`src/i2p_pkg.sv`:
```
package i2p_pkg;

  localparam int STACK_DEPTH_DEF = 32;

  localparam logic [7:0] CHAR_PLUS   = 8'h2B;
  localparam logic [7:0] CHAR_MINUS  = 8'h2D;
  localparam logic [7:0] CHAR_STAR   = 8'h2A;
  localparam logic [7:0] CHAR_SLASH  = 8'h2F;
  localparam logic [7:0] CHAR_DOLLAR = 8'h24;
  localparam logic [7:0] CHAR_LPAREN = 8'h28;
  localparam logic [7:0] CHAR_RPAREN = 8'h29;
  localparam logic [7:0] CHAR_SPACE  = 8'h20;
  localparam logic [7:0] CHAR_COMMA  = 8'h2C;

  typedef enum logic [2:0] {
    CODE_NONE   = 3'd0,
    CODE_PLUS   = 3'd1,
    CODE_MINUS  = 3'd2,
    CODE_STAR   = 3'd3,
    CODE_SLASH  = 3'd4,
    CODE_DOLLAR = 3'd5,
    CODE_LPAREN = 3'd6
  } code_t;

  typedef struct packed {
    logic  push;
    logic  pop;
    code_t code;
  } stk_ctl_t;

  function automatic code_t op_code(input logic [7:0] c);
    code_t r;
    unique case (c)
      CHAR_PLUS:   r = CODE_PLUS;
      CHAR_MINUS:  r = CODE_MINUS;
      CHAR_STAR:   r = CODE_STAR;
      CHAR_SLASH:  r = CODE_SLASH;
      CHAR_DOLLAR: r = CODE_DOLLAR;
      default:     r = CODE_NONE;
    endcase
    return r;
  endfunction

  function automatic logic [7:0] code_char(input code_t code);
    logic [7:0] r;
    unique case (code)
      CODE_PLUS:   r = CHAR_PLUS;
      CODE_MINUS:  r = CHAR_MINUS;
      CODE_STAR:   r = CHAR_STAR;
      CODE_SLASH:  r = CHAR_SLASH;
      CODE_DOLLAR: r = CHAR_DOLLAR;
      CODE_LPAREN: r = CHAR_LPAREN;
      default:     r = 8'd0;
    endcase
    return r;
  endfunction

  function automatic logic [1:0] code_prec(input code_t code);
    logic [1:0] r;
    unique case (code)
      CODE_PLUS, CODE_MINUS: r = 2'd1;
      CODE_STAR, CODE_SLASH: r = 2'd2;
      CODE_DOLLAR:           r = 2'd3;
      default:               r = 2'd0;
    endcase
    return r;
  endfunction

  function automatic logic is_operand(input logic [7:0] c);
    return ((c >= 8'h30) && (c <= 8'h39)) ||
           ((c >= 8'h61) && (c <= 8'h7A)) ||
           ((c >= 8'h41) && (c <= 8'h5A));
  endfunction

endpackage

```
`src/i2p_stack.sv`:
```
module i2p_stack import i2p_pkg::*; #(
  parameter int DEPTH = STACK_DEPTH_DEF,
  localparam int IDX_W = $clog2(DEPTH),
  localparam int CNT_W = $clog2(DEPTH + 1)
) (
  input  logic             clk,
  input  logic             rst,
  input  stk_ctl_t         ctl,
  output logic [CNT_W-1:0] count,
  output code_t            top
);

  code_t            mem [DEPTH];
  logic [CNT_W-1:0] cnt_dec;
  logic [IDX_W-1:0] rd_idx;

  assign cnt_dec = count - CNT_W'(1);
  assign rd_idx  = cnt_dec[IDX_W-1:0];

  always_ff @(posedge clk) begin
    if (rst) begin
      count <= '0;
    end else if (ctl.push) begin
      count <= count + CNT_W'(1);
    end else if (ctl.pop) begin
      count <= cnt_dec;
    end
  end

  // write the new top; the current top is read through a register
  always_ff @(posedge clk) begin
    if (ctl.push) begin
      mem[count[IDX_W-1:0]] <= ctl.code;
    end
    top <= mem[rd_idx];
  end

endmodule

```
`src/infix_to_postfix_converter.sv`:
```
// Sequencing: an operand result is held back, then released to the output in
// FIN; each pop reads the registered top (READ), then compares and emits (TEST),
// and a push is done in PUSH. An operator pops, then pushes; '(' only pushes;
// ')' or end pops, and ')' also drops a matched '('. Output stalls can hold the
// sequencer while a result waits.
// Reset (rst, synchronous) empties the stack and idles the sequencer and output.
module infix_to_postfix_converter import i2p_pkg::*; #(
  parameter int STACK_DEPTH = STACK_DEPTH_DEF,
  localparam int CNT_W = $clog2(STACK_DEPTH + 1)
) (
  input  logic       clk,
  input  logic       rst,
  input  logic       in_valid,
  output logic       in_ready,
  input  logic       op,
  input  logic [7:0] character,
  output logic       out_valid,
  input  logic       out_ready,
  output logic [7:0] symbol,
  output logic       last_of_run,
  output logic       stack_overflow
);

  typedef enum logic [4:0] {
    ST_IDLE = 5'b00001,
    ST_READ = 5'b00010,
    ST_TEST = 5'b00100,
    ST_PUSH = 5'b01000,
    ST_FIN  = 5'b10000
  } state_t;

  // what the pop loop is doing for the current transaction
  typedef enum logic [2:0] {
    MODE_FLUSH = 3'b001,
    MODE_OPER  = 3'b010,
    MODE_CLOSE = 3'b100
  } mode_t;

  state_t           state, state_next;
  mode_t            mode, mode_next;
  code_t            new_code, new_code_next;

  // one result held back until we know whether another follows
  logic             pend_valid;
  logic [7:0]       pend_sym;
  logic             pend_ovf;

  logic             produce;
  logic [7:0]       prod_sym;
  logic             prod_ovf;
  logic             fin_emit;
  logic             out_free;
  logic             can_produce;
  logic             do_pop;
  code_t            char_code;

  stk_ctl_t         ctl;
  logic [CNT_W-1:0] stk_count;
  code_t            stk_top;
  logic [1:0]       top_prec;
  logic [1:0]       new_prec;

  i2p_stack #(
    .DEPTH(STACK_DEPTH)
  ) u_stack (
    .clk  (clk),
    .rst  (rst),
    .ctl  (ctl),
    .count(stk_count),
    .top  (stk_top)
  );

  assign in_ready    = (state == ST_IDLE);
  assign out_free    = !out_valid || out_ready;
  assign can_produce = !pend_valid || out_free;
  assign char_code   = op_code(character);
  assign top_prec    = code_prec(stk_top);
  assign new_prec    = code_prec(new_code);

  // pop decision for the stacked top against the current mode
  always_comb begin
    unique case (mode)
      MODE_FLUSH: do_pop = 1'b1;
      MODE_OPER:  do_pop = (stk_top != CODE_LPAREN) &&
                           ((top_prec > new_prec) ||
                            ((top_prec == new_prec) && (stk_top != CODE_DOLLAR)));
      MODE_CLOSE: do_pop = (stk_top != CODE_LPAREN);
      default:    do_pop = 1'b0;
    endcase
  end

  always_comb begin
    state_next    = state;
    mode_next     = mode;
    new_code_next = new_code;
    ctl           = '0;
    produce       = 1'b0;
    prod_sym      = 8'd0;
    prod_ovf      = 1'b0;
    fin_emit      = 1'b0;

    unique case (state)
      ST_IDLE: begin
        if (in_valid) begin
          if (op) begin
            // end mark: flush everything
            mode_next  = MODE_FLUSH;
            state_next = (stk_count != '0) ? ST_READ : ST_IDLE;
          end else begin
            priority if ((character == CHAR_SPACE) || (character == CHAR_COMMA)) begin
              state_next = ST_IDLE;
            end else if (char_code != CODE_NONE) begin
              mode_next     = MODE_OPER;
              new_code_next = char_code;
              state_next    = (stk_count != '0) ? ST_READ : ST_PUSH;
            end else if (is_operand(character)) begin
              // pending is always empty here
              produce    = 1'b1;
              prod_sym   = character;
              state_next = ST_FIN;
            end else if (character == CHAR_LPAREN) begin
              new_code_next = CODE_LPAREN;
              state_next    = ST_PUSH;
            end else if (character == CHAR_RPAREN) begin
              // closing parenthesis on an empty stack is ignored
              mode_next  = MODE_CLOSE;
              state_next = (stk_count != '0) ? ST_READ : ST_IDLE;
            end else begin
              state_next = ST_IDLE;
            end
          end
        end
      end

      ST_READ: begin
        // wait for the registered top
        state_next = ST_TEST;
      end

      ST_TEST: begin
        if (do_pop) begin
          if (can_produce) begin
            produce  = 1'b1;
            prod_sym = code_char(stk_top);
            ctl.pop  = 1'b1;
            if (stk_count == CNT_W'(1)) begin
              state_next = (mode == MODE_OPER) ? ST_PUSH : ST_FIN;
            end else begin
              state_next = ST_READ;
            end
          end
        end else if (mode == MODE_CLOSE) begin
          // drop the matching '('
          ctl.pop    = 1'b1;
          state_next = ST_FIN;
        end else begin
          state_next = ST_PUSH;
        end
      end

      ST_PUSH: begin
        if (stk_count >= CNT_W'(STACK_DEPTH)) begin
          // full: drop the push and flag it
          if (can_produce) begin
            produce    = 1'b1;
            prod_ovf   = 1'b1;
            state_next = ST_FIN;
          end
        end else begin
          ctl.push   = 1'b1;
          ctl.code   = new_code;
          state_next = ST_FIN;
        end
      end

      ST_FIN: begin
        // release the held result as the last of the run
        if (pend_valid) begin
          if (out_free) begin
            fin_emit   = 1'b1;
            state_next = ST_IDLE;
          end
        end else begin
          state_next = ST_IDLE;
        end
      end

      default: state_next = ST_IDLE;
    endcase
  end

  always_ff @(posedge clk) begin
    if (rst) begin
      state      <= ST_IDLE;
      mode       <= MODE_FLUSH;
      pend_valid <= 1'b0;
      out_valid  <= 1'b0;
    end else begin
      state <= state_next;
      mode  <= mode_next;
      if (produce) begin
        pend_valid <= 1'b1;
      end else if (fin_emit) begin
        pend_valid <= 1'b0;
      end
      if ((produce && pend_valid) || fin_emit) begin
        out_valid <= 1'b1;
      end else if (out_ready) begin
        out_valid <= 1'b0;
      end
    end
  end

  always_ff @(posedge clk) begin
    new_code <= new_code_next;
    if (produce) begin
      pend_sym <= prod_sym;
      pend_ovf <= prod_ovf;
    end
    // advance the held result to the output register
    if ((produce && pend_valid) || fin_emit) begin
      symbol         <= pend_sym;
      stack_overflow <= pend_ovf;
      last_of_run    <= fin_emit;
    end
  end

`ifndef SYNTHESIS
  a_ovf_form: assert property (@(posedge clk) disable iff (rst)
    (out_valid && stack_overflow) |-> (symbol == 8'd0) && last_of_run)
    else $error("overflow result malformed");

  a_idle_no_pend: assert property (@(posedge clk) disable iff (rst)
    (state == ST_IDLE) |-> !pend_valid)
    else $error("result held while idle");

  a_test_nonempty: assert property (@(posedge clk) disable iff (rst)
    (state == ST_TEST) |-> (stk_count != '0))
    else $error("stack test on empty stack");

  a_push_room: assert property (@(posedge clk) disable iff (rst)
    ctl.push |-> (stk_count < CNT_W'(STACK_DEPTH)))
    else $error("push onto full stack");

  a_out_hold: assert property (@(posedge clk) disable iff (rst)
    (out_valid && !out_ready) |=> out_valid && $stable(symbol) &&
      $stable(last_of_run) && $stable(stack_overflow))
    else $error("result changed while stalled");
`endif

endmodule

```
`config.mk`:
```
export PLATFORM = sky130hd
export DESIGN_NAME = infix_to_postfix_converter
export DESIGN_NICKNAME = d
export VERILOG_FILES = /design/src/i2p_pkg.sv /design/src/i2p_stack.sv /design/src/infix_to_postfix_converter.sv
export SDC_FILE = /design/constraint.sdc
export NUM_CORES = 1
export LEC_CHECK = 0
export BUFFER_PORTS_ARGS = -buffer_cell sky130_fd_sc_hd__buf_2
export CAP_MARGIN = 20
export CORE_MARGIN = 4
export CORE_UTILIZATION = 37
export CTS_CLUSTER_DIAMETER = 50
export DETAILED_ROUTE_END_ITERATION = 7
export GPL_ROUTABILITY_DRIVEN = 0
export SYNTH_ARGS = -nofsm -noshare
export SYNTH_HDL_FRONTEND = slang
export SYNTH_SLANG_ARGS = --single-unit
export TNS_END_PERCENT = 100
```
`constraint.sdc`:
```
create_clock -name clk -period 2.8 [get_ports clk]
set_input_delay 0.42 -clock clk [delete_from_list [all_inputs] [get_ports clk]]
set_output_delay 0.42 -clock clk [all_outputs]
set_load 0.05 [all_outputs]
```
==> impl_results.md <==
- Outcome: complete, no violations
- Filler cells: 1461
- Post-Syn Area: about 0.0063 mm²
- Die W: between 100 and 150 µm
- DR vias: around 3900
- Final min period: between 2 and 3 ns
- Die area: 0.0192 mm²
- Syn-to-layout area delta: 15.7%
- Vias in the first global route: about 3800
- Synth cell types: 69
- Hold_buf cts: 0
- PwrDens: ~620 mW/mm²
- Syn Nets: 467
- Dpl hpwl: around 9000 µm
- Post-synth top flop: edfxtp_1
- Static Leak: 2.32 nW
- IO Pins: 25
- Max incr delay on CP: between 0.4 and 0.5 ns
- Clock Latency Late Sink: around 0.4 ns
- Critical path startpoint: u_stack.top[0]$_DFF_P_
- Worst reg-to-reg path cell count: 10
- WHS: 0.350 ns
- Tot GR Track Use: between 10 and 15%
- CTS H-Tree Depth: 4
- Clk buf depth: 2
- Slew at the pin closest to its max-slew limit: 0.620 ns
- GR peak layer: met2
- DRC marker count from the first detailed-route iteration: 310
- Die Y: around 140 µm
- Largest net degree at the start of global routing: 33
- Post-Syn Instances: roughly 450
- Average wire per standard cell: approximately 18 µm
- Setup crit end: stack_overflow$_DFFE_PP_
- Final Instance Count excl. Fillers: 719
- R2R Setup Slk: roughly 0.18 ns
- Crit share post-route: between 90% and 100%
- Final WS setup: 0.176 ns
- DP Worst Slack: 0.211 ns
- Drt drc: 0
- # placed instances: around 690
- CTS Buf Count: 17
- Post-route ant nets: 0
- Initial Utilization: between 30% and 40%
- Routed WL: between 10000 and 15000 µm
- Ratio of cells with drive above 1 in the final layout: between 20% and 30%
- GR met3 Demand/Resource: under 10%
- CTS Sinks: 137
- Max VDD drop: about 0.42 mV
- Crit path capture type: register
- GR Util met1: 18.8%
- Number of synthesized flops with an enable pin: 118
- TritonCTS clock tree: yes
- First-pass GRT wire length: 20700 µm
- Reg2reg end: stack_overflow$_DFFE_PP_
- Rel. slew slack: about 58%
- Drt via density: ~5.4
- RSZ-0062 raised after global routing: false
- Slew Viols, Final: 0
- Worst Path Required: about 3.0 ns
- Final Hold Viols: 0
- Inserted Diodes: 0
- Drt pass-1 iters: 5
- HP Class: input pin to register
- Setup TNS: 0 ns
- Initial antenna violation count: 1
- Standard-cell rows: 47
- Most frequent cells in the layout: edfxtp_1 (118), nor2_1 (54), mux4_2 (30), nand2_1 (29), buf_2 (24)
- Core ar.: about 0.017 mm²
- Commonest non-fill, non-tap cell in the layout: edfxtp_1
- Nets@finish: just over 500
- Crit-path max FO: 10
- Register area: about 0.004 mm²
- Sequential fraction of the synthesis area: between 60 and 70%
- Fmax: 381 MHz
- Grt total ovfl: 0
- Final Skew: around 0.0065 ns
- Root Driver: clkbuf_16
- GRT met2 Usage: a little over a fifth
- Most common cell on crit path: a21oi_1
- Cts repair resizes: 0
- Area of the multi-input gates: 0.00221 mm²
- Async S/R FF share, synth: 0%
- Slowest cell on crit path: dfxtp_1
- Worst path cell trace: nor3_1 > a21oi_1 > ha_1 > nand2b_1 > a21oi_1 > o32a_1 > o21ai_1 > nor2_1 > a21oi_1 > buf_4
- Worst EP arrival: 2.79 ns
- WS Path Type: register to register
- Max Cap Violations: 0
- Synthesized flop and latch total: roughly 140
- Syn avg cell area: 14.1 µm²
- Number of setup violations in the final report: 0
- Postcts setup bufs: 0
- I/O Buffers: 24
- FF-to-FF Start: u_stack.top[0]$_DFF_P_
- Synth warn: 0
- Clock slew at reported path FFs: about 0.06 ns
- CP Launch Type: register
through the flow:
stage	total power, mW	util [%]	instance area, µm²
final	4.49	43.8	7290
after CTS	4.54	43.8	7290
after detailed placement	2.46	40.4	6730
after floorplan	2.40	-	6300
after global routing	4.67	43.8	7290
after global placement	2.45	40.4	6730
area by class of cell:
| type | instances | area share (%) |
|---|---|---|
| clock buffer | 18 | 5.89 |
| clock inverter | 14 | 1.80 |
| inverter | 14 | 0.721 |
| multi-input combinational | 274 | 30.3 |
| sequential | 137 | 53.9 |
| tap | 220 | 3.78 |
| timing repair buffer | 42 | 3.67 |
per-layer routing:
metal	wire length (µm)	vias to the layer above	part of all wire [%]
met5	12	-	0.092
met4	217	2	1.7
met3	626	18	4.8
met2	6360	128	49
met1	5780	1933	44
li1	-	1813	-
worst min path at each step:
stage                                 from                       end  slack (ns)  cells after the start
floorplan           pend_ovf$_SDFFCE_PN0P_  stack_overflow$_DFFE_PP_        0.40                      0
global placement     pend_sym[6]$_DFFE_PP_       symbol[6]$_DFFE_PP_        0.40                      0
detailed placement   pend_sym[4]$_DFFE_PP_       symbol[4]$_DFFE_PP_        0.41                      0
CTS                                     op      mode[0]$_SDFFE_PP1P_        0.33                      2
global route                  character[5]     pend_sym[5]$_DFFE_PP_        0.35                      2
finish                            in_valid     state[2]$_SDFFE_PP0P_        0.35                      3
synth_stat cells, drive strengths merged (3+ instances only):
cell	n	area [µm²]
nor3	16	90.1
and2	7	43.8
o21ai	13	76.3
nor4b	3	32.5
nand2b	4	25.0
nor4	3	25.0
xnor2	5	43.8
ha	7	87.6
dfxtp	19	380
mux4	30	676
mux2	6	67.6
nor2	54	203
or2	3	18.8
nand3	11	55.1
clkbuf	13	48.8
nand2	29	109
nand3b	10	87.6
a211oi	3	22.5
or3	4	25.0
o31ai	4	48.8
inv	13	48.8
nor2b	4	25.0
a21oi	16	80.1
buf	9	67.6
edfxtp	118	3540
a31oi	6	37.5
critical path, delay by kind of cell (launching register included):
family / cells / cell delay (ns)
AOI/OAI and AO/OA: 5 / 0.85
buffers and inverters: 1 / 0.19
DFF: 1 / 0.41
adders and majority gates: 1 / 0.32
and+or+nand+nor: 3 / 0.62
report_power, final:
part	switching [mW]	internal, mW	total (mW)
sequential	0.0128	2.20	2.21
clock	0.909	1.17	2.08
combinational	0.127	0.0772	0.204
total	1.05	3.44	4.49
registers in the layout, indices dropped and copies added (netlist names):
signal / cells
pend_sym: 8
u_stack.top: 3
u_stack.mem: 96
u_stack.count: 6
state: 5
new_code: 3
pend_ovf: 1
pend_valid: 1
out_valid: 1
stack_overflow: 1
mode: 3
last_of_run: 1
symbol: 8
cell families after synthesis:
| logic type | after synthesis | share of synthesized area (%) |
|---|---|---|
| and+or+nand+nor | 158 | 13.3 |
| other | 1 | 0.0595 |
| xor gates and xnor gates | 6 | 0.834 |
| AOI/OAI and AO/OA | 64 | 7.33 |
| muxes | 38 | 12.1 |
| DFF | 137 | 62.3 |
| adders and majority gates | 7 | 1.39 |
| buffers and inverters | 36 | 2.68 |
Note: power is estimated with default switching activity, not from simulation.
